[src/hw/rtl/sitd_pkg.sv]
// Shared constants and types for the signed integer to radix digits block.
// No dependencies; used by every module under hw/rtl.
`default_nettype none

package sitd_pkg;

    localparam int MAX_SYMBOLS_DEF = 64;
    localparam int STORE_BYTES     = 64;
    localparam int WORD_COUNT      = 8;
    localparam int WORD_W          = 64;
    localparam int WORD_SEL_W      = $clog2(WORD_COUNT);
    localparam int BYTE_SEL_W      = $clog2(WORD_W / 8);
    localparam int SYM_IDX_W       = $clog2(STORE_BYTES);
    localparam int LEN_W           = $clog2(STORE_BYTES + 1);
    localparam int CFG_IDX_W       = 8;
    localparam int SYM_W           = 8;
    localparam int VALUE_W         = 32;
    localparam int DIV_CHUNK       = 8;
    localparam int DIV_STEPS       = VALUE_W / DIV_CHUNK;
    localparam int STEP_W          = $clog2(DIV_STEPS);
    localparam int MAX_DIGITS      = VALUE_W;
    localparam int ND_W            = $clog2(MAX_DIGITS + 1);

    localparam logic [SYM_W-1:0] MINUS_SIGN    = 8'd45;
    localparam logic [SYM_W-1:0] PLUS_SIGN     = 8'd43;
    localparam logic [SYM_W-1:0] LOWEST_SYMBOL = 8'd33;
    localparam logic [SYM_W-1:0] DEL_SYMBOL    = 8'd127;

    typedef struct packed {
        logic             ready;
        logic             valid;
        logic [LEN_W-1:0] len;
    } t_alpha_status;

endpackage

`default_nettype wire

[src/hw/rtl/signed_integer_to_radix_digits.sv]
// Top level: sequencer for signed integer to radix digit conversion.
// Depends on sitd_pkg, sitd_alphabet and sitd_div_step.
//
// Usage: write alphabet words 0..7 on the cfg channel (valid/ready, index, data;
// ready is always high, indexes above 7 are dropped). After a word write the block
// scans the alphabet one symbol per cycle, restarting on each new word write, and
// holds busy high meanwhile. Pulse start with i_value while busy is low to begin
// a transaction. The block answers with one character per o_symbol_valid strobe:
// '-' for a negative value, then digits most significant first, the last one
// flagged on o_final_symbol. An invalid alphabet yields no characters and the
// accepted value is dropped with busy staying low.
// Timing: each digit is divided out through the shared divide unit, one byte of the
// dividend per cycle, then the sign and the digits are emitted in turn. The last
// character is on the outputs in the cycle after busy's last high cycle.
// Reset clears the alphabet to all zeros, which is invalid.
// The receiver cannot stall: each strobe lasts exactly one cycle.
`default_nettype none

module signed_integer_to_radix_digits #(
    parameter int MAX_SYMBOLS = sitd_pkg::MAX_SYMBOLS_DEF
) (
    input  wire logic                           i_clk,
    input  wire logic                           i_rst_n,
    input  wire logic                           start,
    output logic                                busy,
    input  wire logic signed [sitd_pkg::VALUE_W-1:0] i_value,
    output logic                                o_symbol_valid,
    output logic      [sitd_pkg::SYM_W-1:0]     o_symbol,
    output logic                                o_final_symbol,
    input  wire logic                           i_cfg_valid,
    output logic                                o_cfg_ready,
    input  wire logic [sitd_pkg::CFG_IDX_W-1:0] i_cfg_index,
    input  wire logic [sitd_pkg::WORD_W-1:0]    i_cfg_data
);

    typedef enum logic [1:0] {S_IDLE, S_DIV, S_SIGN, S_EMIT} t_state;

    t_state                          r_state;
    logic                            r_neg;
    logic [sitd_pkg::VALUE_W-1:0]    r_mag;
    logic [sitd_pkg::SYM_IDX_W-1:0]  r_rem;
    logic [sitd_pkg::STEP_W-1:0]     r_step;
    logic [sitd_pkg::ND_W-1:0]       r_nd;
    logic [sitd_pkg::SYM_IDX_W-1:0]  r_stack [sitd_pkg::MAX_DIGITS];
    logic                            r_out_valid;
    logic [sitd_pkg::SYM_W-1:0]      r_out_sym;
    logic                            r_out_final;

    sitd_pkg::t_alpha_status         status;
    logic [sitd_pkg::SYM_W-1:0]      rd_sym;
    logic [sitd_pkg::SYM_IDX_W-1:0]  div_rem;
    logic [sitd_pkg::DIV_CHUNK-1:0]  div_quo;
    logic [sitd_pkg::VALUE_W-1:0]    n_mag;
    logic                            accept;

    sitd_alphabet #(
        .MAX_SYMBOLS(MAX_SYMBOLS)
    ) u_alphabet (
        .i_clk       (i_clk),
        .i_rst_n     (i_rst_n),
        .i_cfg_valid (i_cfg_valid),
        .i_cfg_index (i_cfg_index),
        .i_cfg_data  (i_cfg_data),
        .i_rd_idx    (r_stack[0]),
        .o_rd_sym    (rd_sym),
        .o_status    (status)
    );

    sitd_div_step u_div (
        .i_rem     (r_rem),
        .i_chunk   (r_mag[sitd_pkg::VALUE_W-1 -: sitd_pkg::DIV_CHUNK]),
        .i_divisor (status.len),
        .o_rem     (div_rem),
        .o_quo     (div_quo)
    );

    assign n_mag          = {r_mag[sitd_pkg::VALUE_W-sitd_pkg::DIV_CHUNK-1:0], div_quo};
    assign busy           = (r_state != S_IDLE) || !status.ready;
    assign accept         = start && !busy;
    assign o_cfg_ready    = 1'b1;
    assign o_symbol_valid = r_out_valid;
    assign o_symbol       = r_out_sym;
    assign o_final_symbol = r_out_final;

    always_ff @(posedge i_clk) begin
        if (!i_rst_n) begin
            r_state     <= S_IDLE;
            r_out_valid <= 1'b0;
            r_nd        <= '0;
            r_step      <= '0;
        end else begin
            unique case (r_state)
                S_IDLE: begin
                    r_out_valid <= 1'b0;
                    if (accept && status.valid) begin
                        r_neg   <= i_value[sitd_pkg::VALUE_W-1];
                        r_mag   <= i_value[sitd_pkg::VALUE_W-1] ?
                                   (~i_value) + 1'b1 : i_value;
                        r_rem   <= '0;
                        r_step  <= '0;
                        r_nd    <= '0;
                        r_state <= S_DIV;
                    end
                end
                S_DIV: begin
                    r_out_valid <= 1'b0;
                    r_mag       <= n_mag;
                    r_step      <= r_step + 1'b1;
                    if (r_step == sitd_pkg::STEP_W'(sitd_pkg::DIV_STEPS - 1)) begin
                        r_rem      <= '0;
                        r_stack[0] <= div_rem;
                        for (int k = 1; k < sitd_pkg::MAX_DIGITS; k++) begin
                            r_stack[k] <= r_stack[k-1];
                        end
                        r_nd <= r_nd + 1'b1;
                        if (n_mag == '0 ||
                            r_nd == sitd_pkg::ND_W'(sitd_pkg::MAX_DIGITS - 1)) begin
                            r_state <= r_neg ? S_SIGN : S_EMIT;
                        end
                    end else begin
                        r_rem <= div_rem;
                    end
                end
                S_SIGN: begin
                    r_out_valid <= 1'b1;
                    r_out_sym   <= sitd_pkg::MINUS_SIGN;
                    r_out_final <= 1'b0;
                    r_state     <= S_EMIT;
                end
                S_EMIT: begin
                    r_out_valid <= 1'b1;
                    r_out_sym   <= rd_sym;
                    r_out_final <= (r_nd == sitd_pkg::ND_W'(1));
                    r_nd        <= r_nd - 1'b1;
                    for (int k = 0; k < sitd_pkg::MAX_DIGITS - 1; k++) begin
                        r_stack[k] <= r_stack[k+1];
                    end
                    if (r_nd == sitd_pkg::ND_W'(1)) begin
                        r_state <= S_IDLE;
                    end
                end
                default: begin
                    r_out_valid <= 1'b0;
                    r_state     <= S_IDLE;
                end
            endcase
        end
    end

endmodule

`default_nettype wire

[src/hw/rtl/sitd_div_step.sv]
// Shared divide unit: eight restoring division steps of a byte by the radix.
// Depends on sitd_pkg.
`default_nettype none

module sitd_div_step (
    input  wire logic [sitd_pkg::SYM_IDX_W-1:0] i_rem,
    input  wire logic [sitd_pkg::DIV_CHUNK-1:0] i_chunk,
    input  wire logic [sitd_pkg::LEN_W-1:0]     i_divisor,
    output logic      [sitd_pkg::SYM_IDX_W-1:0] o_rem,
    output logic      [sitd_pkg::DIV_CHUNK-1:0] o_quo
);

    logic [sitd_pkg::LEN_W-1:0] rem;
    logic [sitd_pkg::LEN_W-1:0] trial;

    always_comb begin
        rem   = {1'b0, i_rem};
        trial = '0;
        o_quo = '0;
        for (int k = sitd_pkg::DIV_CHUNK - 1; k >= 0; k--) begin
            trial = {rem[sitd_pkg::LEN_W-2:0], i_chunk[k]};
            if (trial >= i_divisor) begin
                rem      = trial - i_divisor;
                o_quo[k] = 1'b1;
            end else begin
                rem = trial;
            end
        end
        o_rem = rem[sitd_pkg::SYM_IDX_W-1:0];
    end

endmodule

`default_nettype wire

[src/hw/rtl/sitd_alphabet.sv]
// Alphabet store; scans length and validity one symbol per cycle unless written.
// Depends on sitd_pkg.
`default_nettype none

module sitd_alphabet #(
    parameter int MAX_SYMBOLS = sitd_pkg::MAX_SYMBOLS_DEF
) (
    input  wire logic                               i_clk,
    input  wire logic                               i_rst_n,
    input  wire logic                               i_cfg_valid,
    input  wire logic [sitd_pkg::CFG_IDX_W-1:0]     i_cfg_index,
    input  wire logic [sitd_pkg::WORD_W-1:0]        i_cfg_data,
    input  wire logic [sitd_pkg::SYM_IDX_W-1:0]     i_rd_idx,
    output logic      [sitd_pkg::SYM_W-1:0]         o_rd_sym,
    output sitd_pkg::t_alpha_status                 o_status
);

    localparam logic [sitd_pkg::SYM_IDX_W-1:0] LAST_IDX =
        sitd_pkg::SYM_IDX_W'(MAX_SYMBOLS - 1);
    localparam logic [sitd_pkg::LEN_W-1:0] CAP_LEN = sitd_pkg::LEN_W'(MAX_SYMBOLS);

    logic [sitd_pkg::WORD_W-1:0]    r_word [sitd_pkg::WORD_COUNT];
    logic                           r_dirty;
    logic                           r_scan;
    logic [sitd_pkg::SYM_IDX_W-1:0] r_idx;
    logic [sitd_pkg::LEN_W-1:0]     r_len;
    logic                           r_ok;
    logic [127:0]                   r_seen;

    logic [sitd_pkg::SYM_IDX_W-1:0] addr;
    logic [sitd_pkg::SYM_W-1:0]     sym;
    logic                           bad;

    always_comb begin
        addr = r_scan ? r_idx : i_rd_idx;
        sym  = r_word[addr[sitd_pkg::SYM_IDX_W-1 -: sitd_pkg::WORD_SEL_W]]
                     [addr[sitd_pkg::BYTE_SEL_W-1:0] * 8 +: sitd_pkg::SYM_W];
        bad  = (sym < sitd_pkg::LOWEST_SYMBOL) || (sym >= sitd_pkg::DEL_SYMBOL) ||
               (sym == sitd_pkg::PLUS_SIGN) || (sym == sitd_pkg::MINUS_SIGN) ||
               r_seen[sym[6:0]];
    end

    assign o_rd_sym       = sym;
    assign o_status.ready = !r_dirty && !r_scan;
    assign o_status.valid = r_ok;
    assign o_status.len   = r_len;

    always_ff @(posedge i_clk) begin
        if (!i_rst_n) begin
            for (int w = 0; w < sitd_pkg::WORD_COUNT; w++) begin
                r_word[w] <= '0;
            end
            r_dirty <= 1'b1;
            r_scan  <= 1'b0;
            r_ok    <= 1'b0;
            r_len   <= '0;
            r_idx   <= '0;
            r_seen  <= '0;
        end else if (i_cfg_valid) begin
            if (i_cfg_index < sitd_pkg::CFG_IDX_W'(sitd_pkg::WORD_COUNT)) begin
                r_word[i_cfg_index[sitd_pkg::WORD_SEL_W-1:0]] <= i_cfg_data;
                r_dirty <= 1'b1;
                r_scan  <= 1'b0;
            end
        end else if (r_dirty) begin
            r_dirty <= 1'b0;
            r_scan  <= 1'b1;
            r_idx   <= '0;
            r_seen  <= '0;
            r_ok    <= 1'b0;
        end else if (r_scan) begin
            if (sym == '0) begin
                r_scan <= 1'b0;
                r_len  <= sitd_pkg::LEN_W'(r_idx);
                r_ok   <= (r_idx >= sitd_pkg::SYM_IDX_W'(2));
            end else if (bad) begin
                r_scan <= 1'b0;
                r_len  <= sitd_pkg::LEN_W'(r_idx);
                r_ok   <= 1'b0;
            end else if (r_idx == LAST_IDX) begin
                r_scan <= 1'b0;
                r_len  <= CAP_LEN;
                r_ok   <= 1'b1;
            end else begin
                r_seen[sym[6:0]] <= 1'b1;
                r_idx            <= r_idx + 1'b1;
            end
        end
    end

endmodule

`default_nettype wire

[config.mk]
export PLATFORM = sky130hd
export DESIGN_NAME = signed_integer_to_radix_digits
export DESIGN_NICKNAME = d
export VERILOG_FILES = /design/src/hw/rtl/sitd_pkg.sv /design/src/hw/rtl/signed_integer_to_radix_digits.sv /design/src/hw/rtl/sitd_div_step.sv /design/src/hw/rtl/sitd_alphabet.sv
export SDC_FILE = /design/constraint.sdc
export NUM_CORES = 2
export LEC_CHECK = 0
export BUFFER_PORTS_ARGS = -buffer_cell sky130_fd_sc_hd__buf_4
export CORE_ASPECT_RATIO = 0.6
export CORE_MARGIN = 2
export CORE_UTILIZATION = 46
export DETAILED_ROUTE_END_ITERATION = 7
export SLEW_MARGIN = 20
export SYNTH_ARGS = -nofsm -noshare
export SYNTH_HDL_FRONTEND = slang
export SYNTH_SLANG_ARGS = --single-unit
export TNS_END_PERCENT = 5
[constraint.sdc]
create_clock -name i_clk -period 16.1 [get_ports i_clk]
set_input_delay 1.61 -clock i_clk [delete_from_list [all_inputs] [get_ports i_clk]]
set_output_delay 1.61 -clock i_clk [all_outputs]
set_load 0.02 [all_outputs]
# Word level (Yosys, flattened, before mapping)
# Memories as Yosys holds them, arrays and structs flattened.
# Cells that the tools add are included.
[word_totals] n_memories=2 wordCells=246 in_bits=108 mem_bits_rw=704 out_inout_bits=12 reg_bits=203
[memory_table] memory="u_alphabet.r_word" words=8 width=64 rd=1 rd_clocked_by_memory_dff=0 write_ports=8 line_no="sitd_alphabet.sv:22" text="logic [sitd_pkg::WORD_W-1:0] r_word [sitd_pkg::WORD_COUNT];"
[memory_table] memory="r_stack" words=32 width=6 rd=32 rd_clocked_by_memory_dff=0 write_ports=32 line_no="signed_integer_to_radix_digits.sv:44" text="logic [sitd_pkg::SYM_IDX_W-1:0] r_stack [sitd_pkg::MAX_DIGITS];"
[op_classes] n_reduce_logical=36 n_bitwise=35 addsub=13 order_cmp=14 n_shift=1 eq_ne=17 muxes=113
[op_table] operator="128-bit two-way mux" n=5
[op_table] operator="6-bit two-way mux" n=48
[op_table] operator="128-bit OR" n=1
[op_table] operator="32-bit two-way mux" n=2
[op_table] operator="64-bit two-way mux" n=1
[op_table] operator="32-bit case mux with 2 select lines" n=1
[op_table] operator="64-bit OR reduction" n=1
[op_table] operator="64-bit by 7-bit indexed part select with 8-bit output" n=1
[op_table] operator="7-bit >= comparator" n=8
[op_table] operator="6-bit subtractor" n=8
[op_table] operator="1-bit two-way mux" n=38
[op_table] operator="32-bit by 1-bit adder with 32-bit output, second input constant" n=1
[op_table] operator="32-bit zero test" n=1
[op_table] operator="32-bit inverter" n=1
[op_table] operator="1-bit OR" n=31
[op_table] operator="7-bit two-way mux" n=3
[op_table] operator="6-bit case mux with 3 select lines" n=1
[op_table] operator="8-bit by 6-bit equality test with 1-bit output, second input constant" n=2
[op_table] operator="8-bit case mux with 2 select lines" n=1
[op_table] operator="6-bit by 1-bit adder with 6-bit output, second input constant" n=2
[op_table] operator="6-bit case mux with 2 select lines" n=1
[op_table] operator="3-bit AND reduction" n=4
[op_table] operator="2-bit two-way mux" n=5
[op_table] operator="8-bit by 7-bit >= comparator with 1-bit output, second input constant" n=1
[op_table] operator="other kinds (33)" n=61

# Logic depth before layout (Yosys ltp)
[depth] depth_word=21 mapped_depth=94 depth_no_buf=89

# By module
# A second synthesis with hierarchy kept.
[hier_totals] cells_unflattened=4270 hier_area_um2=46286.9
[modules_own_cells] mod="sitd_alphabet" cells_per_inst=3178 instances=1 area_per_inst_um2=32127.1 seq_area_each_um2=17616.9
[modules_own_cells] mod="signed_integer_to_radix_digits" cells_per_inst=744 instances=1 area_per_inst_um2=11444.7 seq_area_each_um2=7427.1
[modules_own_cells] mod="sitd_div_step" cells_per_inst=348 instances=1 area_per_inst_um2=2715.1 seq_area_each_um2=0.0

# Worst setup path after synthesis
# Ideal clock, no wire load.
[synth_path] path_kind="register -> register" startpoint="register u_alphabet.r_len[1] (netlist name)" endpoint="register r_state[0]" stages_incl_launch_ff=92 required_time_ps=16005 t_arrival_ps=17211 setup_ps=95 slack_ps=-1207 synth_period_minus_slack_ps=17307 path_buffers=5 path_cell_list="dfxtp_1 > inv_1 > ha_1 > nor2b_1 > o21ai_0 > nand2b_1 > a21o_1 > a21o_1 > o21a_1 > o21ai_0 > nand2b_1 > clkbuf_1 > mux2_2 > inv_1 > ha_1 > nor2b_1 > o21ai_0 > nand2b_1 > [... 56 more ...] > a21o_1 > a211o_1 > a21o_1 > clkbuf_1 > a21oi_1 > ha_1 > a21o_1 > a21o_1 > a21o_1 > a21o_1 > a211o_1 > a21oi_1 > nand2b_1 > nor4_1 > a21oi_1 > a211oi_1 > o21ai_0 > a221oi_1"
[synth_via] elab_chain_cells=20 elab_cells_between_ends=34 classes_between="add/sub: 7; order compare: 8; eq/ne: 1; mux: 15; reduce/logical: 3"
[synth_lines] item="from (decl)" line_no="sitd_alphabet.sv:26" text="logic [sitd_pkg::LEN_W-1:0] r_len;"
[synth_lines] item="from (signal assigned)" line_no="sitd_alphabet.sv:74" text="r_len <= sitd_pkg::LEN_W'(r_idx);"
[synth_lines] item="from (signal assigned)" line_no="sitd_alphabet.sv:78" text="r_len <= sitd_pkg::LEN_W'(r_idx);"
[synth_lines] item="6-bit subtractor / 7-bit >= comparator (equally long branches)" line_no="sitd_div_step.sv:23, sitd_div_step.sv:22"
[synth_lines] item="6-bit two-way mux" line_no="sitd_div_step.sv:22" text="if (trial >= i_divisor) begin"
[synth_lines] item="6-bit subtractor / 7-bit >= comparator (equally long branches)" line_no="sitd_div_step.sv:23, sitd_div_step.sv:22"
[synth_lines] item="6-bit two-way mux" line_no="sitd_div_step.sv:22"
[synth_lines] item="6-bit subtractor / 7-bit >= comparator (equally long branches)" line_no="sitd_div_step.sv:23, sitd_div_step.sv:22"
[synth_lines] item="6-bit two-way mux" line_no="sitd_div_step.sv:22"
[synth_lines] item="6-bit subtractor / 7-bit >= comparator (equally long branches)" line_no="sitd_div_step.sv:23, sitd_div_step.sv:22"
[synth_lines] item="6-bit two-way mux" line_no="sitd_div_step.sv:22"
[synth_lines] item="[... 4 more ...]"
[synth_lines] item="6-bit subtractor / 7-bit >= comparator (equally long branches)" line_no="sitd_div_step.sv:23, sitd_div_step.sv:22"
[synth_lines] item="6-bit two-way mux" line_no="sitd_div_step.sv:22"
[synth_lines] item="7-bit >= comparator" line_no="sitd_div_step.sv:22"
[synth_lines] item="1-bit two-way mux" line_no="sitd_div_step.sv:22"
[synth_lines] item="32-bit zero test *" line_no="signed_integer_to_radix_digits.sv:116" text="if (n_mag == '0 ||"
[synth_lines] item="1-bit logical OR *" line_no="signed_integer_to_radix_digits.sv:116"
[synth_lines] item="2-bit inequality test (no source line) *"
[synth_lines] item="4-bit AND reduction (no source line) *"
[synth_lines] item="to (signal assigned)" line_no="signed_integer_to_radix_digits.sv:118" text="r_state <= r_neg ? S_SIGN : S_EMIT;"
[synth_lines] item="to (decl)" line_no="signed_integer_to_radix_digits.sv:38" text="t_state r_state;"
# Mark *: on every way between the ends. The rest lies on a longest branch, timed or not.
# A chain may end at the register's enable or synchronous reset.

# Final worst setup path
[layout_path] startpoint="register r_rem[0] (netlist name)" endpoint="register r_state[0]"
[layout_via] elab_chain_cells=20 elab_cells_between_ends=34 classes_between="add/sub: 7; order compare: 8; eq/ne: 1; mux: 15; reduce/logical: 3"
[layout_lines] item="from (decl)" line_no="signed_integer_to_radix_digits.sv:41" text="logic [sitd_pkg::SYM_IDX_W-1:0] r_rem;"
[layout_lines] item="from (signal assigned)" line_no="signed_integer_to_radix_digits.sv:121" text="r_rem <= div_rem;"
[layout_lines] item="6-bit subtractor / 7-bit >= comparator (equally long branches)" line_no="sitd_div_step.sv:23, sitd_div_step.sv:22"
[layout_lines] item="6-bit two-way mux" line_no="sitd_div_step.sv:22"
[layout_lines] item="6-bit subtractor / 7-bit >= comparator (equally long branches)" line_no="sitd_div_step.sv:23, sitd_div_step.sv:22"
[layout_lines] item="6-bit two-way mux" line_no="sitd_div_step.sv:22"
[layout_lines] item="6-bit subtractor / 7-bit >= comparator (equally long branches)" line_no="sitd_div_step.sv:23, sitd_div_step.sv:22"
[layout_lines] item="6-bit two-way mux" line_no="sitd_div_step.sv:22"
[layout_lines] item="6-bit subtractor / 7-bit >= comparator (equally long branches)" line_no="sitd_div_step.sv:23, sitd_div_step.sv:22"
[layout_lines] item="6-bit two-way mux" line_no="sitd_div_step.sv:22"
[layout_lines] item="[... 4 more ...]"
[layout_lines] item="6-bit subtractor / 7-bit >= comparator (equally long branches)" line_no="sitd_div_step.sv:23, sitd_div_step.sv:22"
[layout_lines] item="6-bit two-way mux" line_no="sitd_div_step.sv:22"
[layout_lines] item="7-bit >= comparator" line_no="sitd_div_step.sv:22"
[layout_lines] item="1-bit two-way mux" line_no="sitd_div_step.sv:22"
[layout_lines] item="32-bit zero test *" line_no="signed_integer_to_radix_digits.sv:116"
[layout_lines] item="1-bit logical OR *" line_no="signed_integer_to_radix_digits.sv:116"
[layout_lines] item="2-bit inequality test (no source line) *"
[layout_lines] item="4-bit AND reduction (no source line) *"
# Marked as above.

==> flow_metrics.py <==
metrics = {
    "worst_setup_path": {
        "cp_slowest_cell": "edfxtp_1",
        "critPathKind": "reg -> reg",
        "cp_num_buf_inv": 6,
        "critPathLaunchType": "flop",
        "arrival_ns": 15.79,
        "ff2ff_path_depth": 82,
        "path_common_cell": "a21o_1",
        "cp_top_family": "compound AO/OA/AOI/OAI gates",
        "critPathLaunch": "r_rem[0]$_SDFFCE_PN0P_",
        "reg2reg_to": "r_state[0]$_SDFFE_PN0P_",
        "cp_max_fo": 7,
        "cpPeakStageDelay_ns": 0.45,
        "required_ns": 16.69,
        "end_kind": "flop",
        "reg2reg_from": "r_rem[0]$_SDFFCE_PN0P_",
        "reg2reg_setup_slack_ns": 0.89,
    },
    "detailed_routing": {
        "drt_iter0_drc": 3719,
        "vias": 31991,
        "wl_per_cell_um": 24.39,
        "vias_per_cell": 5.970,
        "ant_nets": 0,
        "drc": 0,
        "drtPass1Iterations": 6,
        "drt-total-wl_um": 130700,
    },
    "die": {
        "core_um2": 96670,
        "die-area_um2": 100800,
        "pin_count": 120,
        "num_rows": 88,
        "die_h_um": 246.8,
        "die_x_um": 408.6,
        "initial_utilization": 0.4674,
    },
    "cts": {
        "htreeDepth": 3,
        "clock_tree.root_cell": "clkbuf_16",
        "cts.sinks": 875,
        "clock_latency_ns": 0.70,
        "cts_tree": "done",
        "clock_path_buffers": 3,
        "numCtsBuffers": 86,
        "cts_hold_buf": 0,
        "path_clk_slew_ns": 0.07,
    },
    "layout": {
        "num-fill-cells": 8461,
        "layoutNonFillerInstCount": 5359,
        "layout_common_cells": "752 x edfxtp_1, 518 x and2_1, 353 x nand2_1, 215 x buf_4, 210 x mux2_2",
        "final_common_cell": "edfxtp_1",
        "drive_gt1_frac": 0.1693,
        "nets": 4159,
        "synthToLayoutAreaGrowth_pct": 11.65,
    },
    "sta": {
        "min_period_ns": 15.21,
        "tightest_slew_ns": 1.255,
        "max_freq_mhz": 65.77,
        "slew_viol_final": 0,
        "setup_slack_ns": 0.8947,
        "finalCritPeriodShare": 0.9444,
        "finClkSkew_ns": 0.02876,
        "setup_violations": 0,
        "maxSlewHeadroom": 0.1610,
        "final_hold_viol_count": 0,
    },
    "pwr": {
        "total_power_mw": 5.188,
        "seq_power_share": 0.493,
        "powerDensity_nw_per_um2": 102.8,
        "p_int_mw": 3.870,
        "p_leak_nw": 17.02,
        "p_comb_frac": 0.107,
        "pwr-share-clk": 0.401,
        "vdd_drop_max_v": 0.00007811,
        "p_sw_frac": 0.2541,
        "netSwitchingPower_mw": 1.319,
    },
    "synth": {
        "synth_edf_count": 752,
        "syn_inst": 3954,
        "yosysUniqueCellTypes": 92,
        "seq_area_frac_synth": 0.5542,
        "synthesis.nets": 4138,
        "mappedNetlistArea_um2": 45190,
        "synth_flop_cell": "edfxtp_1",
        "yosys_warnings": 0,
        "ys_seq_elements": 875,
        "async_flop_share": 0,
        "syn_avg_cell_area_um2": 11.43,
    },
    "worst_hold_path": {
        "hold_end": "r_stack[1][95]$_DFFE_PP_",
        "hold_class": "reg -> reg",
        "holdPathStages": 0,
        "min-delay-start": "r_stack[1][89]$_DFFE_PP_",
    },
    "global_route": {
        "antenna_found_initial": 11,
        "grt_max_degree": 89,
        "grt_overflow": 0,
        "grt_pass1_vias": 30682,
        "grt_pass1_wl_um": 197800,
        "grt_usage": 0.2578,
    },
    "run": {
        "maxCapViolations": 0,
    },
    "placed_design": {
        "place.gp.congestion": 0.8571,
        "post-place-ws_ns": -0.2093,
        "port_buffers": 118,
        "dpl.hpwl_um": 77350,
        "placed_cells": 5180,
    },
    "outcome": {
        "status": "completed",
    },
}
cells in the mapped netlist, types with 22 or more instances:
cell	instances	area share
edfxtp_1	752	0.50
and2_1	519	0.072
nand2_1	356	0.030
mux2_2	212	0.053
clkbuf_1	170	0.014
a21oi_1	167	0.018
nand2b_1	163	0.023
o21ai_0	135	0.015
a211oi_1	126	0.021
dfxtp_1	123	0.054
nor2_1	121	0.010
nand3_1	82	0.0091
a22oi_1	74	0.012
o31ai_1	73	0.012
inv_1	70	0.0058
ha_1	68	0.019
buf_2	65	0.0072
a21o_1	38	0.0063
o22ai_1	38	0.0053
nor3_1	36	0.0040
mux2i_1	35	0.0078
xor2_1	34	0.0066
a31oi_1	31	0.0043
xnor2_1	27	0.0052
buf_1	26	0.0022
nand4_1	23	0.0032
and3_1	22	0.0030
o2111ai_1	22	0.0043
o41ai_1	22	0.0043
logic make-up after synthesis:
group	share of synthesized area
simple gates	0.1674
compound gates	0.1386
flops	0.5542
buf+inv	0.03478
mux	0.07069
fa+ha+maj	0.02237
xor+xnor	0.01182
other cells	0.00008299
per-layer routing:
metal	up-vias	wire length (µm)	share of wire	GRT usage
met5	-	16	0.00012	0
met4	2	2821	0.022	0.07011
met3	204	12230	0.094	0.05637
met2	1343	52860	0.40	0.3504
met1	15739	62770	0.48	0.4066
li1	14703	-	-	-
registers in the layout, summed over array words and instances (netlist names), 6 cells and up:
register           cells
u_alphabet.r_idx       6
o_symbol               8
u_alphabet.r_word    512
r_mag                 32
r_rem                  6
u_alphabet.r_len       7
u_alphabet.r_seen     96
r_nd                   6
r_stack              192
final cells by class:
cell class	count	area (µm²)	area share
clock inverters	52	513.0	0.01017
multi-input cells	2720	18990	0.3763
flip-flops and latches	875	25050	0.4966
clock buffers	107	2323	0.04606
inverters	75	282.8	0.005605
diodes	8	20.02	0.0003968
repair buffers	217	1637	0.03244
well taps	1305	1633	0.03237
metrics by stage:
stage	instance area (µm²)	hold slack [ns]	utilization	setup TNS, ns
2_1_floorplan	45220	0.4167	-	0
3_3_place_gp	47310	0.4260	0.4894	0
3_5_place_dp	47320	0.4349	0.4895	-0.2978
4_1_cts	50170	0.4486	0.5189	0
5_1_grt	50440	0.4504	0.5218	-0.03821
6_report	50450	0.4442	0.5218	0
power groups by stage:
stage,Clock (mW),Combinational [mW],Sequential [mW]
final,2.08,0.553,2.56
after global routing,2.20,0.600,2.56
after CTS,2.11,0.535,2.55
after detailed placement,0,0.532,2.60
after global placement,0,0.528,2.60
after floorplan,0,0.344,2.60
worst register-to-register path, delay by kind of cell (launching register included):
| kind | cells | cell delay [ns] |
|---|---|---|
| adders and majority gates | 8 | 2.21 |
| muxes | 4 | 1.31 |
| buffers and inverters | 6 | 0.60 |
| AOI/OAI and AO/OA | 48 | 8.57 |
| DFF | 1 | 0.45 |
| and+or+nand+nor | 16 | 2.00 |
repair_timing:
action                     CTS  global route
setup buffers                0            12
resized for setup            5            39
setup endpoints to repair    2            15
pin swaps                    0            24
worst max-delay path by stage:
| stage | slack [ns] | depth (start not counted) | endpoint |
|---|---|---|---|
| floorplan | 0.05 | 92 | r_state[0]$_SDFFE_PN0P_ |
| global placement | 0.03 | 83 | r_state[0]$_SDFFE_PN0P_ |
| detailed placement | -0.21 | 83 | r_state[0]$_SDFFE_PN0P_ |
| CTS | 0.003 | 85 | r_state[0]$_SDFFE_PN0P_ |
| global route | -0.04 | 86 | r_state[0]$_SDFFE_PN0P_ |
| finish | 0.89 | 82 | r_state[0]$_SDFFE_PN0P_ |
(Power assumes the default switching activity.)
